--- src/btmq_pkg.sv ---
// Shared types and constants for the bus target message queue.
package btmq_pkg;

    // Sizing of the message ring.
    localparam int QUEUE_DEPTH   = 32;
    localparam int MESSAGE_BYTES = 32;
    localparam int PACKET_BYTES  = 32;

    localparam int DATA_CAP = MESSAGE_BYTES - 2;
    // Running index must also hold the version read position (up to 3).
    localparam int IDX_CAP  = (DATA_CAP > 4) ? DATA_CAP : 4;
    localparam int IDX_W    = $clog2(IDX_CAP);
    localparam int LEN_W    = IDX_W;
    localparam int SLOT_W   = $clog2(QUEUE_DEPTH);
    localparam int CNT_W    = $clog2(QUEUE_DEPTH + 1);
    localparam int DATA_AW  = SLOT_W + IDX_W;

    // Command queue between front and back.
    localparam int FIFO_DEPTH = 2;
    localparam int FIFO_PW    = $clog2(FIFO_DEPTH);
    localparam int FIFO_CW    = $clog2(FIFO_DEPTH + 1);
    localparam int PEND_W     = $clog2(FIFO_DEPTH + 2);

    // Configuration port.
    localparam int CFG_IDX_W = 2;
    localparam logic [CFG_IDX_W-1:0] CFG_VERSION_FIRST  = 2'd0;
    localparam logic [CFG_IDX_W-1:0] CFG_VERSION_SECOND = 2'd1;
    localparam logic [CFG_IDX_W-1:0] CFG_VERSION_THIRD  = 2'd2;

    // Target register codes.
    localparam logic [7:0] REG_VERSION = 8'h42;
    localparam logic [7:0] REG_AVAIL   = 8'hE0;
    localparam logic [7:0] REG_EXT     = 8'hE1;
    localparam logic [7:0] BYTE_NONE   = 8'hFF;

    typedef enum logic [1:0] {
        KIND_WRITE = 2'd0,
        KIND_READ  = 2'd1,
        KIND_STOP  = 2'd2,
        KIND_POP   = 2'd3
    } t_kind;

    typedef struct packed {
        t_kind      kind;
        logic [7:0] bus_byte;
        logic       ext_available;
        logic [7:0] ext_byte;
    } t_in_item;

    typedef struct packed {
        logic [7:0] out_byte;
        logic       out_valid;
        logic       pop_empty;
        logic       last;
        logic       has_messages;
    } t_out_item;

    // One queued command: a finished single result or a message pop.
    typedef struct packed {
        logic                is_pop;
        logic [SLOT_W-1:0]   slot;
        t_out_item           res;
    } t_cmd;

    // Ring storage write request from the front.
    typedef struct packed {
        logic               reg_we;
        logic               len_we;
        logic               data_we;
        logic [SLOT_W-1:0]  slot;
        logic [IDX_W-1:0]   idx;
        logic [7:0]         wbyte;
        logic [LEN_W-1:0]   len;
    } t_store_wr;

    // Ring storage read data toward the back.
    typedef struct packed {
        logic [7:0]       reg_q;
        logic [LEN_W-1:0] len_q;
        logic [7:0]       data_q;
    } t_store_rd;

endpackage

--- src/btmq_front.sv ---
// Front: takes bus events and pops, runs the target state, queues commands.
module btmq_front (
    input  logic                          i_clk,
    input  logic                          i_rst_n,
    input  logic                          i_in_valid,
    output logic                          o_in_ready,
    input  btmq_pkg::t_in_item            i_in,
    input  logic                          i_cfg_valid,
    output logic                          o_cfg_ready,
    input  logic [btmq_pkg::CFG_IDX_W-1:0] i_cfg_index,
    input  logic [7:0]                    i_cfg_data,
    output btmq_pkg::t_store_wr           o_wr,
    output logic [btmq_pkg::SLOT_W-1:0]   o_rd_slot,
    input  logic [7:0]                    i_reg_q,
    output logic                          o_push,
    output btmq_pkg::t_cmd                o_cmd,
    input  logic                          i_fifo_full,
    input  logic                          i_pop_done
);

    typedef enum logic [3:0] {
        PH_IDLE = 4'b0001,
        PH_RECV = 4'b0010,
        PH_REQ  = 4'b0100,
        PH_HOLD = 4'b1000
    } t_phase;

    t_phase                        r_phase,  n_phase;
    logic [btmq_pkg::IDX_W-1:0]    r_idx,    n_idx;
    logic [btmq_pkg::SLOT_W-1:0]   r_wslot,  n_wslot;
    logic [btmq_pkg::SLOT_W-1:0]   r_rslot,  n_rslot;
    logic [btmq_pkg::CNT_W-1:0]    r_count,  n_count;
    logic [btmq_pkg::PEND_W-1:0]   r_pend,   n_pend;
    logic                          r_busy;
    btmq_pkg::t_in_item            r_item;
    logic [7:0]                    r_ver [3];

    logic                          accept;
    logic                          full;
    logic                          hazard;
    logic [btmq_pkg::IDX_W:0]      idx_inc;
    logic [btmq_pkg::IDX_W-1:0]    idx_step;
    logic [btmq_pkg::CNT_W:0]      held;
    logic                          pop_issue;
    logic [7:0]                    rd_val;

    // Pops still being read by the back hold their slots; stop writers
    // from reaching them.
    assign held   = {1'b0, r_count} + (btmq_pkg::CNT_W + 1)'(r_pend);
    assign hazard = (r_pend != '0) &&
                    (held >= (btmq_pkg::CNT_W + 1)'(btmq_pkg::QUEUE_DEPTH));

    assign o_in_ready  = !r_busy && !i_fifo_full && !hazard;
    assign accept      = i_in_valid && o_in_ready;
    assign o_cfg_ready = 1'b1;
    assign o_rd_slot   = r_wslot;

    assign full     = (r_count == btmq_pkg::CNT_W'(btmq_pkg::QUEUE_DEPTH));
    assign idx_inc  = {1'b0, r_idx} + 1'b1;
    assign idx_step = (idx_inc >= (btmq_pkg::IDX_W + 1)'(btmq_pkg::DATA_CAP)) ?
                      btmq_pkg::IDX_W'(1) : idx_inc[btmq_pkg::IDX_W-1:0];

    // Bus read answer from the register held at the write slot
    always_comb begin
        rd_val = btmq_pkg::BYTE_NONE;
        case (i_reg_q)
            btmq_pkg::REG_VERSION: begin
                if (r_idx < btmq_pkg::IDX_W'(3)) begin
                    case (r_idx[1:0])
                        2'd0:    rd_val = r_ver[0];
                        2'd1:    rd_val = r_ver[1];
                        default: rd_val = r_ver[2];
                    endcase
                end
            end
            btmq_pkg::REG_AVAIL: rd_val = {7'd0, r_item.ext_available};
            btmq_pkg::REG_EXT: begin
                if (32'(r_idx) < btmq_pkg::PACKET_BYTES) begin
                    rd_val = r_item.ext_byte;
                end
            end
            default: rd_val = btmq_pkg::BYTE_NONE;
        endcase
    end

    // Execute the held item
    always_comb begin
        n_phase   = r_phase;
        n_idx     = r_idx;
        n_wslot   = r_wslot;
        n_rslot   = r_rslot;
        n_count   = r_count;
        o_wr      = '0;
        o_wr.slot = r_wslot;
        o_wr.idx  = r_idx;
        o_wr.wbyte = r_item.bus_byte;
        o_wr.len  = r_idx;
        o_push    = 1'b0;
        o_cmd     = '0;
        pop_issue = 1'b0;
        if (r_busy) begin
            o_push = 1'b1;
            o_cmd.res.last = 1'b1;
            case (r_item.kind)
                btmq_pkg::KIND_WRITE: begin
                    if (r_phase == PH_IDLE) begin
                        o_wr.reg_we = !full;
                        n_phase     = PH_RECV;
                    end else begin
                        o_wr.data_we = !full &&
                            ({1'b0, r_idx} < (btmq_pkg::IDX_W + 1)'(btmq_pkg::DATA_CAP));
                        n_idx = idx_step;
                    end
                end
                btmq_pkg::KIND_READ: begin
                    n_phase = PH_REQ;
                    o_cmd.res.out_byte  = rd_val;
                    o_cmd.res.out_valid = 1'b1;
                    if ((i_reg_q == btmq_pkg::REG_VERSION) &&
                        (r_idx < btmq_pkg::IDX_W'(3))) begin
                        n_idx = idx_inc[btmq_pkg::IDX_W-1:0];
                    end
                end
                btmq_pkg::KIND_STOP: begin
                    case (r_phase)
                        PH_REQ: begin
                            n_phase = PH_IDLE;
                            n_idx   = '0;
                        end
                        PH_RECV: begin
                            if (r_idx == '0) begin
                                n_phase = PH_HOLD;
                            end else begin
                                // commit, or drop into a full ring
                                if (!full) begin
                                    o_wr.len_we = 1'b1;
                                    n_count = r_count + 1'b1;
                                    n_wslot = (r_wslot ==
                                        btmq_pkg::SLOT_W'(btmq_pkg::QUEUE_DEPTH - 1)) ?
                                        '0 : r_wslot + 1'b1;
                                end
                                n_phase = PH_IDLE;
                                n_idx   = '0;
                            end
                        end
                        default: n_phase = r_phase;
                    endcase
                end
                btmq_pkg::KIND_POP: begin
                    if (r_count == '0) begin
                        o_cmd.res.pop_empty = 1'b1;
                    end else begin
                        pop_issue    = 1'b1;
                        o_cmd.is_pop = 1'b1;
                        o_cmd.slot   = r_rslot;
                        n_count      = r_count - 1'b1;
                        n_rslot      = (r_rslot ==
                            btmq_pkg::SLOT_W'(btmq_pkg::QUEUE_DEPTH - 1)) ?
                            '0 : r_rslot + 1'b1;
                    end
                end
                default: o_push = 1'b1;
            endcase
            o_cmd.res.has_messages = (n_count != '0);
        end
    end

    // Outstanding pops in the queue or the back
    always_comb begin
        case ({pop_issue, i_pop_done})
            2'b10:   n_pend = r_pend + 1'b1;
            2'b01:   n_pend = r_pend - 1'b1;
            default: n_pend = r_pend;
        endcase
    end

    // Item capture
    always_ff @(posedge i_clk) begin
        if (accept) begin
            r_item <= i_in;
        end
    end

    // Control state and configuration
    always_ff @(posedge i_clk) begin
        if (!i_rst_n) begin
            r_phase  <= PH_IDLE;
            r_idx    <= '0;
            r_wslot  <= '0;
            r_rslot  <= '0;
            r_count  <= '0;
            r_pend   <= '0;
            r_busy   <= 1'b0;
            r_ver[0] <= 8'd1;
            r_ver[1] <= 8'd2;
            r_ver[2] <= 8'd3;
        end else begin
            r_busy  <= accept;
            r_phase <= n_phase;
            r_idx   <= n_idx;
            r_wslot <= n_wslot;
            r_rslot <= n_rslot;
            r_count <= n_count;
            r_pend  <= n_pend;
            if (i_cfg_valid) begin
                case (i_cfg_index)
                    btmq_pkg::CFG_VERSION_FIRST:  r_ver[0] <= i_cfg_data;
                    btmq_pkg::CFG_VERSION_SECOND: r_ver[1] <= i_cfg_data;
                    btmq_pkg::CFG_VERSION_THIRD:  r_ver[2] <= i_cfg_data;
                    default: r_ver[0] <= r_ver[0];
                endcase
            end
        end
    end

    // Every accepted request yields one queued command next cycle
    a_one_cmd: assert property (@(posedge i_clk) disable iff (!i_rst_n)
        accept |=> o_push)
        else $error("accepted request produced no command");
    // Queued plus in-flight messages never exceed the ring
    a_ring_bound: assert property (@(posedge i_clk) disable iff (!i_rst_n)
        held <= (btmq_pkg::CNT_W + 1)'(btmq_pkg::QUEUE_DEPTH))
        else $error("ring overcommitted");

endmodule

--- config.mk ---
export PLATFORM = sky130hd
export DESIGN_NAME = btmq_front
export DESIGN_NICKNAME = d
export VERILOG_FILES = /design/src/btmq_pkg.sv /design/src/btmq_front.sv
export SDC_FILE = /design/constraint.sdc
export NUM_CORES = 1
export LEC_CHECK = 0
export BUFFER_PORTS_ARGS = -buffer_cell sky130_fd_sc_hd__buf_2
export CORE_MARGIN = 4
export CORE_UTILIZATION = 45
export CTS_CLUSTER_SIZE = 12
export DETAILED_ROUTE_END_ITERATION = 16
export GPL_TIMING_DRIVEN = 1
export PLACE_DENSITY = 0.77
export REMOVE_ABC_BUFFERS = 1
export SKIP_LAST_GASP = 1
export SYNTH_ARGS = -nofsm -noshare
export SYNTH_HDL_FRONTEND = slang
export SYNTH_SLANG_ARGS = --single-unit
--- constraint.sdc ---
create_clock -name i_clk -period 3.4 [get_ports i_clk]
set_input_delay 0.51 -clock i_clk [delete_from_list [all_inputs] [get_ports i_clk]]
set_output_delay 0.51 -clock i_clk [all_outputs]
set_load 0.005 [all_outputs]
======== After elaboration in Yosys (flattened, before gate mapping) ========
Memories as Yosys holds them, arrays and structs flattened.
Index checks and enable logic that the tools add are counted.
W data, S select, Z words.
cells by class
  add/sub/neg operators ................... 8
  multipliers ............................. 0
  div/mod/pow operators ................... 0
  magnitude comparators ................... 4
  equal/unequal tests ..................... 22
  shift-type cells ........................ 0
  mux-type cells .......................... 62
  bitwise gates (word level) .............. 7
  reduce and logical (&&, ||, !) cells .... 24
operators by type and width
  cell                   count
  $mux W6                7
  $mux W8                5
  $mux W1                31
  $mux W5                6
  $pmux W8 S3            1
  $mux W18               1
  $eq A8 B8 Y1 const B   2
  $pmux W8 S2            1
  $pmux W5 S3            1
  $pmux W4 S3            1
  $pmux W6 S2            1
  $add A5 B1 Y5 const B  2
  $eq A5 B5 Y1 const B   2
  $pmux W5 S2            1
  $mux W9                1
  $eq A2 B1 Y1 const B   4
  $eq A2 B2 Y1 const B   4
  $eq A8 B7 Y1 const B   1
  $mux W4                2
  $pmux W4 S2            1
  $add A6 B2 Y7          1
  $ge A7 B6 Y1 const B   1
  $add A5 B1 Y6 const B  1
  $add A6 B1 Y6 const B  1
  30 further kinds       48
word-level totals
  bits in registers ....................... 47
  bits in latches ......................... 0
  bits in writable memories ............... 24
  bits in read-only memories .............. 0
  input port bits ......................... 43
  output and inout bits ................... 52
  logic and storage cells ................. 139
  memories kept ........................... 1
memories
  memory  words  bits a word  read ports  clocked after memory_dff  write ports  line              RTL
  r_ver   3      8            3           0                         3            btmq_front.sv:36  logic [7:0] r_ver [3];

======== Logic depth before layout (Yosys ltp) ========
Gate-level depths: netlist of run 1.
  depth after elaboration ................. 8
  depth in mapped cells ................... 10
  gate-level depth less buffers ........... 8

======== Least setup slack after synthesis of run 1 ========
Ideal clock, no wire load.
  kind .................................... register -> output
  start point ............................. reg r_idx[1] (netlist bit)
  end point ............................... out o_cmd[0] (netlist bit)
  arrival ................................. 2.153 ns
  data required time ...................... 2.890 ns
  slack ................................... 0.737 ns
  cell stages (with the launch flop) ...... 9
  path buffers ............................ 1
  path through ............................ dfxtp_1 > inv_1 > ha_1 > clkbuf_1 > nor4b_2 > nor4_2 > a211o_1 > a2111oi_0 > a41oi_1
RTL lines
  element                 line               RTL
  from (decl)             btmq_front.sv:29   logic [btmq_pkg::IDX_W-1:0] r_idx, n_idx;
  from (signal assigned)  btmq_front.sv:200  r_idx <= n_idx;
  to (decl)               btmq_front.sv:16   output btmq_pkg::t_cmd o_cmd,

==> results by group, run 1 <==
Global route
  – Global route total overflow: 0
  – Vias in the first global route: between 3,000 and 4,000
  – Largest net degree at the start of global routing: 25
  – Global Route Usage Sum: between 10% and 20%
  – Initial antenna violation count: 0
  – First-pass GRT wire length: around 15,000 um

Timing
  – Setup tns final: 0 ns
  – Max Slew Vio Count: 0
  – Setup-failing EPs final: 0
  – Tmin final: about 3.2 ns
  – Achievable Freq: about 310 MHz
  – Max-Slew Margin vs Limit: slightly above 40%
  – Clock skew: 0.0104 ns
  – WHS: approximately 0.34 ns
  – RSZ-0062 raised after global routing: no
  – Tightest Pin Transition: just under 0.9 ns
  – Hold Vio Cnt, Final: 0
  – Crit share post-route: 95.1%

Synth
  – Post-synthesis register bit count: 71
  – Sequential share of the synthesized area: ~47%
  – Post-synthesis async set-or-reset flop share: 0%
  – Synth top cells by count: nand2_1 (45), edfxtp_1 (43), dfxtp_1 (28), a21oi_1 (25), nor2_1 (23)
  – Largest cells by area after synthesis: edfxtp_1 (33%), dfxtp_1 (14%), ha_1 (5.4%), nand2_1 (4.3%), buf_4 (3.8%)
  – Syn Inst Count: around 420
  – Post-synth EDFFs: between 40 and 50
  – Post-synth top area cell: edfxtp_1
  – Top-count cell post-synth: nand2_1
  – Synth cell types: between 50 and 60
  – Synth top area share: around a third
  – Synthesis Warnings: 0
  – Top FF cell, synth: edfxtp_1
  – Mean area per synthesized cell: about 9.6 um^2
  – Cell area after synthesis: about 4000 um^2

CTS
  – Htree depth: 3
  – Longest Clk Path Bufs: 2
  – Worst-Skew Late Latency: 0.34 ns
  – Clock root buffer: clkbuf_8
  – CTS sink count: 71
  – CTS buffer count: 9
  – CTS tree: done
  – Clock transition at the registers of the reported paths: 0.08 ns

Route
  – Vias per inst: between 5 and 6
  – DRT Pass-1 Iters: 4
  – Vias: between 3,000 and 4,000
  – DRC: 0
  – Iter 0 DRT Violations: approximately 180
  – Final wirelength: 9510 um
  – Drt wl/cell: 15.8 um
  – Post-route ant nets: 0

Run
  – Total of max-cap violations: 0

Finish
  – Nets: between 500 and 600
  – Diodes inserted: 0
  – Filler cells: approximately 800
  – Area of the multi-input gates: about 1800 um^2
  – Register area: ~1900 um^2
  – Cell area after layout: around 4600 um^2
  – Layout cells sized above 1: 27.4%
  – Area grow syn2layout: 17.0%

Power and ir drop
  – Total power: 1.89 mW
  – Maximum vdd drop: 0.231 mV
  – Power per cell area: slightly above 400 nW/um^2
  – Pleak: around 2.0 nW

Floorplanning
  – Die Area: 10,400 um^2
  – Initial Util: 46.0%
  – Die Ht: a little over 100 um
  – Cell row count: 34
  – # IOs: 95
  – Core ar.: between 8000 and 9000 um^2
  – Die W: just over 100 um

Worst setup path
  – Endpoint type of the worst setup path: primary output
  – Slowest-stage cell, CP: or4b_1
  – Crit-path cells: or4b_1, nor4_2, o221ai_1, a2111oi_1, a41oi_1, buf_2
  – Critical path class: reg2out
  – R2R Setup Slk: between 0.9 and 1 ns
  – Crit Path Max Fanout: 7
  – CP startpoint kind: register
  – Data required time of the critical path: 2.89 ns
  – Critical Path AT: between 2 and 3 ns
  – Worst stage delay on the critical path: roughly 0.67 ns

Place
  – GPL Wtd Cong: just under 1
  – Dpl cell area: 4420 um^2
  – Port bufs: 93
  – HPWL after DPL: ~7200 um

Worst hold path
  – Worst hold path class: in2reg

Outcome
  – Outcome: finished, final reports clean
-- cell type report --
class / instances / area share (%)
Sequential cell: 71 / 39.9
Timing Repair Buffer: 104 / 11.8
Inverter: 22 / 1.78
Clock buffer: 11 / 2.83
Clock inverter: 5 / 1.80
Multi-Input combinational cell: 280 / 39.0
Tap cell: 108 / 2.91
-- final timing paths --
check,from,endpoint,cells past startpoint
setup / recovery,r_phase[3]$_SDFFE_PN0P_,o_cmd[0],6
hold / removal,i_in[3],r_item[3]$_DFFE_PP_,1
setup reg to reg,r_count[0]$_SDFFE_PN0P_,r_pend[1]$_SDFFE_PN0P_,8
hold reg to reg,r_rslot[4]$_SDFFE_PN0P_,r_rslot[4]$_SDFFE_PN0P_,2
-- cells in the final DEF (no fill, tap or decap), types with 4 or more instances in the layout --
cell type / n
dfxtp_1: 26
nor2_1: 23
a22oi_1: 9
edfxtp_1: 43
or4_1: 4
o21ai_0: 21
nand2_1: 45
and2_1: 18
buf_2: 93
a31oi_1: 13
ha_1: 17
mux2i_1: 4
and3_1: 4
nand3_1: 12
nand4_1: 4
a211oi_1: 6
or2_2: 4
inv_1: 22
a21oi_1: 25
buf_4: 11
nand2b_1: 5
clkbuf_8: 9
nor3_1: 8
-- kinds of logic after synthesis --
kind of cell / count (synthesis) / share of synthesized area (%)
AND/OR/NAND/NOR: 151 / 20.7
AO/OA/AOI/OAI: 99 / 16.0
flip-flops: 71 / 46.6
buffers and inverters: 64 / 8.07
adder cells (fa/ha/maj): 18 / 5.86
multiplexers: 6 / 1.58
XOR/XNOR: 5 / 1.10
other: 1 / 0.0944
-- timing repair --
action | CTS | global route
gates resized for setup | 0 | 5
endpoints found under the setup margin | 0 | 1
buffers inserted | 0 | 0
hold buffers | 0 | 0
-- metal layers --
layer / GRT usage, % / vias up / routed length [um]
met5: 0 / - / 0
li1: - / 1640 / -
met1: 21.7 / 1594 / 3810
met4: 6.56 / 0 / 150
met3: 4.44 / 10 / 654
met2: 34.0 / 127 / 4900
-- worst max-delay path, delay by kind of cell (launching register included) --
kind / cells / cell delay (ns)
flip-flops: 1 / 0.36
buffers and inverters: 1 / 0.16
AO/OA/AOI/OAI: 3 / 0.85
AND/OR/NAND/NOR: 2 / 1.01
-- metrics by stage --
| stage | cells | utilization (%) | setup slack, ns |
|---|---|---|---|
| after floorplan | 373 | - | 0.620 |
| after global placement | 585 | 51.1 | 0.505 |
| after detailed placement | 585 | 51.1 | 0.399 |
| after CTS | 601 | 53.6 | 0.00230 |
| after global routing | 601 | 53.8 | 0.00716 |
| final | 601 | 53.8 | 0.166 |
-- sequential cells by signal, indices dropped and copies added, names as in the netlist --
register	cells
o_wr	8
r_phase	4
r_item	11
r_pend	2
r_busy	1
r_idx	5
r_ver	24
r_count	6
r_rslot	5
o_rd_slot	5
-- where the power goes --
group,switching (mW),leakage [nW],internal (mW),total (mW)
Sequential,0.0228,0.642,0.958,0.981
Clock,0.312,0.0998,0.415,0.727
Combinational,0.103,1.21,0.0789,0.182
Power figures use the tool's default switching activity.
==> inputs of run 2 (changes only) <==
==> constraint.sdc (replaced) <==
create_clock -name i_clk -period 3.9 [get_ports i_clk]
set_input_delay 0.585 -clock i_clk [delete_from_list [all_inputs] [get_ports i_clk]]
set_output_delay 0.585 -clock i_clk [all_outputs]
set_load 0.005 [all_outputs]
==> results by group, run 2 (synthesized netlist as in run 1, its figures left out) <==
Outcome
  – Outcome: finished, final reports clean

CTS
  – CTS sink count: 71 (unchanged)
  – Longest Clk Path Bufs: 2 (unchanged)
  – CTS buffer count: 9 (unchanged)
  – CTS tree: done
  – Clock transition at the registers of the reported paths: 0.08 ns (about the same)
  – Clock root buffer: clkbuf_8
  – Worst-Skew Late Latency: 0.35 ns (about the same)
  – # hold bufs at CTS: 0 (unchanged)
  – Htree depth: 3 (unchanged)

Timing
  – WHS: 0.407 ns (+0.0687 ns)
  – Clock skew: 0.00957 ns (-0.000864 ns)
  – Setup tns final: 0 ns (unchanged)
  – Max-Slew Margin vs Limit: 17.8% (-23 points)
  – RSZ-0062 raised after global routing: no
  – Tightest Pin Transition: 1.22 ns (+0.336 ns)
  – Achievable Freq: 279 MHz
  – Max Slew Vio Count: 0 (unchanged)
  – Hold Vio Cnt, Final: 0 (unchanged)
  – Tmin final: 3.58 ns
  – Crit share post-route: slightly above 90%
  – Setup-failing EPs final: 0 (unchanged)
  – Fin worst setup slack: 0.321 ns (+0.155 ns)

Global route
  – Global Route Usage Sum: 18.0% (-0.80 points)
  – First-pass GRT wire length: 14,800 um (-3.2%)
  – Initial antenna violation count: 0 (unchanged)
  – Vias in the first global route: 3,161 (-2.2%)
  – Global route total overflow: 0 (unchanged)
  – Largest net degree at the start of global routing: 25 (unchanged)

Worst setup path
  – Slowest-stage cell, CP: or4b_1
  – R2R Path End: r_pend[1]$_SDFFE_PN0P_
  – Critical path class: reg2out
  – Worst stage delay on the critical path: 0.61 ns (-0.06 ns)
  – Critical Path AT: 2.99 ns (+0.27 ns)
  – Crit-path cells: inv_1, ha_2, or4b_1, nand3_1, mux2_2, a221oi_1, a41oi_1, buf_2
  – Crit Path Max Fanout: 11 (+4)
  – Worst R2R Start: r_count[0]$_SDFFE_PN0P_
  – Reg2reg path depth: 7 (-1)
  – R2R Setup Slk: 0.96 ns (+0.03 ns)
  – CP startpoint kind: register
  – Endpoint type of the worst setup path: primary output
  – Data required time of the critical path: 3.31 ns (+0.42 ns)

Route
  – Drt wl/cell: 15.6 um (-1.5%)
  – DRT Pass-1 Iters: 5 (+1)
  – Iter 0 DRT Violations: 220 (+20%)
  – Vias: 3,316 (-1.6%)
  – DRC: 0 (unchanged)
  – Post-route ant nets: 0 (unchanged)
  – Final wirelength: 9210 um (-3.1%)
  – Vias per inst: 5.61 (about the same)

Worst hold path
  – WHS Endpoint: r_item[4]$_DFFE_PP_
  – Min-delay src: i_in[4]
  – Hold path cells: 1 (unchanged)
  – Worst hold path class: in2reg

Finish
  – Nets: 539 (-1.8%)
  – Max reg flops: 24 (unchanged)
  – Finished Core Util: 52.3% (-1.5 points)
  – Layout Cells excl Fill: 591 (-1.7%)
  – Commonest non-fill, non-tap cell in the layout: buf_2
  – Cell area after layout: 4520 um^2 (-2.8%)
  – Diodes inserted: 0 (unchanged)
  – Leading cell types in the layout, fill and taps excluded: buf_2 (93), nand2_1 (45), edfxtp_1 (43)
  – Area of the multi-input gates: 1800 um^2 (-0.48%)
  – Register area: 1850 um^2 (-0.13%)
  – Layout cells sized above 1: 25.5% (-1.9 points)
  – Filler cells: 818 (+3.2%)
  – Top reg by flops: r_ver
  – Area grow syn2layout: 13.7%

Floorplanning
  – Cell row count: 34 (unchanged)
  – Die Ht: 102 um (unchanged)
  – # IOs: 95 (unchanged)
  – Initial Util: 46.0% (unchanged)
  – Die Area: 10,400 um^2 (unchanged)
  – Die W: 102 um (unchanged)
  – Core ar.: 8640 um^2 (unchanged)

Power and ir drop
  – Power per cell area: 337 nW/um^2 (-17%)
  – Maximum vdd drop: 0.233 mV (+0.65%)
  – Pleak: 1.89 nW (-3.3%)
  – Total power: 1.52 mW (-20%)

Run
  – Total of max-cap violations: 0 (unchanged)

Place
  – HPWL after DPL: 6960 um (-3.1%)
  – Dpl cell area: 4340 um^2 (-1.7%)
  – Placed insts: 575 (-1.7%)
  – Pre-CTS setup slack: 0.619 ns (+0.220 ns)
  – Port bufs: 93 (unchanged)
  – GPL Wtd Cong: 0.979 (-0.59%)
## run 2: changes by cell type in the layout (fill, tap and decap cells not counted), sizes merged
cell	delta
inv	+1
bufinv	-2
clkbuf	-2
buf	-10
clkinvlp	-1
clkinv	+4
## run 2: worst max-delay path by stage
stage / cells past startpoint / end / start
3_3_place_gp: 8 / o_cmd[0] / r_idx[1]$_SDFFE_PN0P_
5_1_grt: 8 / o_cmd[0] / r_idx[1]$_SDFFE_PN0P_
4_1_cts: 8 / o_cmd[0] / r_idx[1]$_SDFFE_PN0P_
2_1_floorplan: 7 / o_cmd[0] / r_idx[1]$_SDFFE_PN0P_
6_report: 8 / o_cmd[0] / r_idx[1]$_SDFFE_PN0P_
3_5_place_dp: 8 / o_cmd[0] / r_idx[1]$_SDFFE_PN0P_
## run 2: layout make-up
cell class	count	share of cell area (%)
Clock buffer	9	2.74
Timing Repair Buffer	94	10.5
Clock inverter	7	1.05
Multi-Input combinational cell	280	39.9
Sequential cell	71	41.0
Tap cell	108	2.99
Inverter	22	1.83
## run 2: layer usage
layer | vias up | global-route usage (%) | wire, um
met1 | 1572 | 21.4 | 3730
met2 | 106 | 31.4 | 4740
met3 | 15 | 4.85 | 596
met4 | 0 | 6.16 | 149
met5 | - | 0 | 0
li1 | 1623 | - | -
## run 2: worst max-delay path: cells and delay by family, from the launching register on
kind	cells	cell delay (ns)
AOI/OAI and AO/OA	2	0.51
adders and majority gates	1	0.32
buffers and inverters	2	0.29
DFF	1	0.41
muxes	1	0.34
and+or+nand+nor	2	0.77
## run 2: report_power, final
group	internal (mW)	switching, mW
logic	0.0617	0.0832
clock network	0.230	0.286
registers	0.836	0.0236
## run 2: timing repair
item / 4_1_cts / 5_1_grt
resized for setup: 0 / 1
setup endpoints to repair: 0 / 1
buffers inserted: 0 / 0
endpoints found under the hold margin: 0 / 0
==> inputs of run 3 (changes only) <==
--- a/config.mk
+++ b/config.mk
@@ -13,7 +13,9 @@
 export GPL_TIMING_DRIVEN = 1
 export PLACE_DENSITY = 0.77
 export REMOVE_ABC_BUFFERS = 1
+export SETUP_SLACK_MARGIN = 0.4
 export SKIP_LAST_GASP = 1
+export SLEW_MARGIN = 20
 export SYNTH_ARGS = -nofsm -noshare
 export SYNTH_HDL_FRONTEND = slang
 export SYNTH_SLANG_ARGS = --single-unit
==> results by group, run 3 (synthesized netlist as in run 1, its figures left out) <==
Global route
  – Initial antenna violation count: 0 (unchanged)
  – Largest net degree at the start of global routing: 25 (unchanged)
  – Global route total overflow: 0 (unchanged)
  – Vias in the first global route: 3,161 (unchanged)
  – Global Route Usage Sum: 18.0% (unchanged)
  – First-pass GRT wire length: 14,800 um (unchanged)

Finish
  – Diodes inserted: 0 (unchanged)
  – Leading cell types in the layout, fill and taps excluded: buf_2 (93), nand2_1 (45), edfxtp_1 (43)
  – Top reg by flops: r_ver
  – Area grow syn2layout: 15.6%
  – Register area: 1850 um^2 (about the same)
  – Nets: 544 (+0.93%)
  – Max reg flops: 24 (unchanged)
  – Filler cells: 811 (-0.86%)
  – Area of the multi-input gates: 1840 um^2 (+2.1%)
  – Commonest non-fill, non-tap cell in the layout: buf_2
  – Layout cells sized above 1: 27.3% (+1.8 points)

Floorplanning
  – # IOs: 95 (unchanged)
  – Core ar.: 8640 um^2 (unchanged)
  – Die Area: 10,400 um^2 (unchanged)
  – Cell row count: 34 (unchanged)
  – Initial Util: 46.0% (unchanged)
  – Die W: 102 um (unchanged)
  – Die Ht: 102 um (unchanged)

Timing
  – Setup tns final: 0 ns (unchanged)
  – Max-Slew Margin vs Limit: 41.3% (+23 points)
  – Crit share post-route: 85.7% (-6.0 points)
  – Achievable Freq: 299 MHz (+7.0%)
  – Clock skew: 0.00901 ns (-0.000558 ns)
  – Tmin final: 3.34 ns (-0.236 ns)
  – RSZ-0062 raised after global routing: no
  – Tightest Pin Transition: 0.881 ns (-0.340 ns)
  – Setup-failing EPs final: 0 (unchanged)
  – Hold Vio Cnt, Final: 0 (unchanged)
  – Max Slew Vio Count: 0 (unchanged)

Place
  – GPL Wtd Cong: 0.979 (unchanged)
  – Port bufs: 93 (unchanged)
  – HPWL after DPL: 6960 um (unchanged)

Power and ir drop
  – Total power: 1.53 mW (+0.45%)
  – Maximum vdd drop: 0.232 mV (-0.35%)
  – Power per cell area: 333 nW/um^2 (-1.2%)
  – Pleak: 1.93 nW (+2.1%)

Run
  – Total of max-cap violations: 0 (unchanged)

Route
  – Iter 0 DRT Violations: 219 (-0.45%)
  – DRC: 0 (unchanged)
  – Drt wl/cell: 16.0 um (+2.6%)
  – Final wirelength: 9530 um (+3.5%)
  – Post-route ant nets: 0 (unchanged)
  – Vias per inst: 5.69 (+1.4%)
  – DRT Pass-1 Iters: 5 (unchanged)
  – Vias: 3,392 (+2.3%)

CTS
  – Clock transition at the registers of the reported paths: 0.08 ns (about the same)
  – Htree depth: 3 (unchanged)
  – Clock root buffer: clkbuf_8
  – CTS buffer count: 9 (unchanged)
  – CTS tree: done
  – CTS sink count: 71 (unchanged)
  – Worst-Skew Late Latency: 0.35 ns (about the same)
  – # hold bufs at CTS: 0 (unchanged)
  – Longest Clk Path Bufs: 2 (unchanged)

Outcome
  – Outcome: finished, final reports clean

Worst hold path
  – Worst hold path class: in2reg

Worst setup path
  – Crit Path Max Fanout: 10 (-1)
  – Data required time of the critical path: 3.31 ns (about the same)
  – Critical Path AT: 2.76 ns (-0.23 ns)
  – Critical path class: reg2out
  – Endpoint type of the worst setup path: primary output
  – CP startpoint kind: register
[run 3: where the power goes]
part | internal, mW | switching [mW] | leakage, nW
Sequential | 0.836 | 0.0242 | 0.641
Clock | 0.230 | 0.287 | 0.0870
Combinational | 0.0646 | 0.0851 | 1.20
Total | 1.13 | 0.397 | 1.93
[run 3: path summary, 6_finish.rpt]
path	to	start	slack (ns)	cells past startpoint
worst max-delay path	o_cmd[0]	r_idx[1]$_SDFFE_PN0P_	0.56	8
worst max register to register	r_pend[1]$_SDFFE_PN0P_	r_count[1]$_SDFFE_PN0P_	1.00	8
worst min-delay path	r_item[5]$_DFFE_PP_	i_in[5]	0.40	1
worst min register to register	o_rd_slot[4]$_SDFFE_PN0P_	o_rd_slot[4]$_SDFFE_PN0P_	0.49	2
[run 3: repair_timing]
item | CTS | global route
cloned | 0 | 0
setup endpoints to repair | 1 | 8
hold endpoints to repair | 0 | 0
pin swaps | 0 | 1
setup buffers | 0 | 5
gates resized for setup | 3 | 5
[run 3: per-stage QoR]
stage / utilization (%) / hold WS, ns / std cells / setup WS (ns) / instance area [um^2]
global placement: 50.3 / 0.463 / 575 / 0.732 / 4340
floorplan: - / 0.449 / 373 / 1.05 / 3730
detailed placement: 50.3 / 0.475 / 575 / 0.619 / 4340
finish: 53.2 / 0.402 / 596 / 0.557 / 4590
global route: 53.2 / 0.377 / 596 / 0.383 / 4590
CTS: 52.4 / 0.382 / 591 / 0.402 / 4530
[run 3: area by class of cell]
type	instances	share of cell area, %
Tap cell	108	2.94
Multi-Input combinational cell	280	40.1
Inverter	22	1.80
Clock inverter	7	1.04
Sequential cell	71	40.4
Timing Repair Buffer	99	11.1
Clock buffer	9	2.70
[run 3: worst max-delay path, stage by stage (launching register included)]
cell,delay [ns]
dfxtp_1,0.51
inv_1,0.16
ha_4,0.20
nor4b_4,0.14
nor4_2,0.34
o221ai_1,0.19
a2111oi_0,0.51
a41oi_1,0.19
buf_2,0.16
[run 3: routing by layer]
| metal | part of all wire (%) | up-vias | track usage [%] |
|---|---|---|---|
| li1 | - | 1627 | - |
| met2 | 52 | 138 | 31.5 |
| met3 | 7.0 | 18 | 4.85 |
| met4 | 1.5 | 0 | 6.16 |
| met1 | 40 | 1609 | 21.3 |
| met5 | 0 | - | 0 |
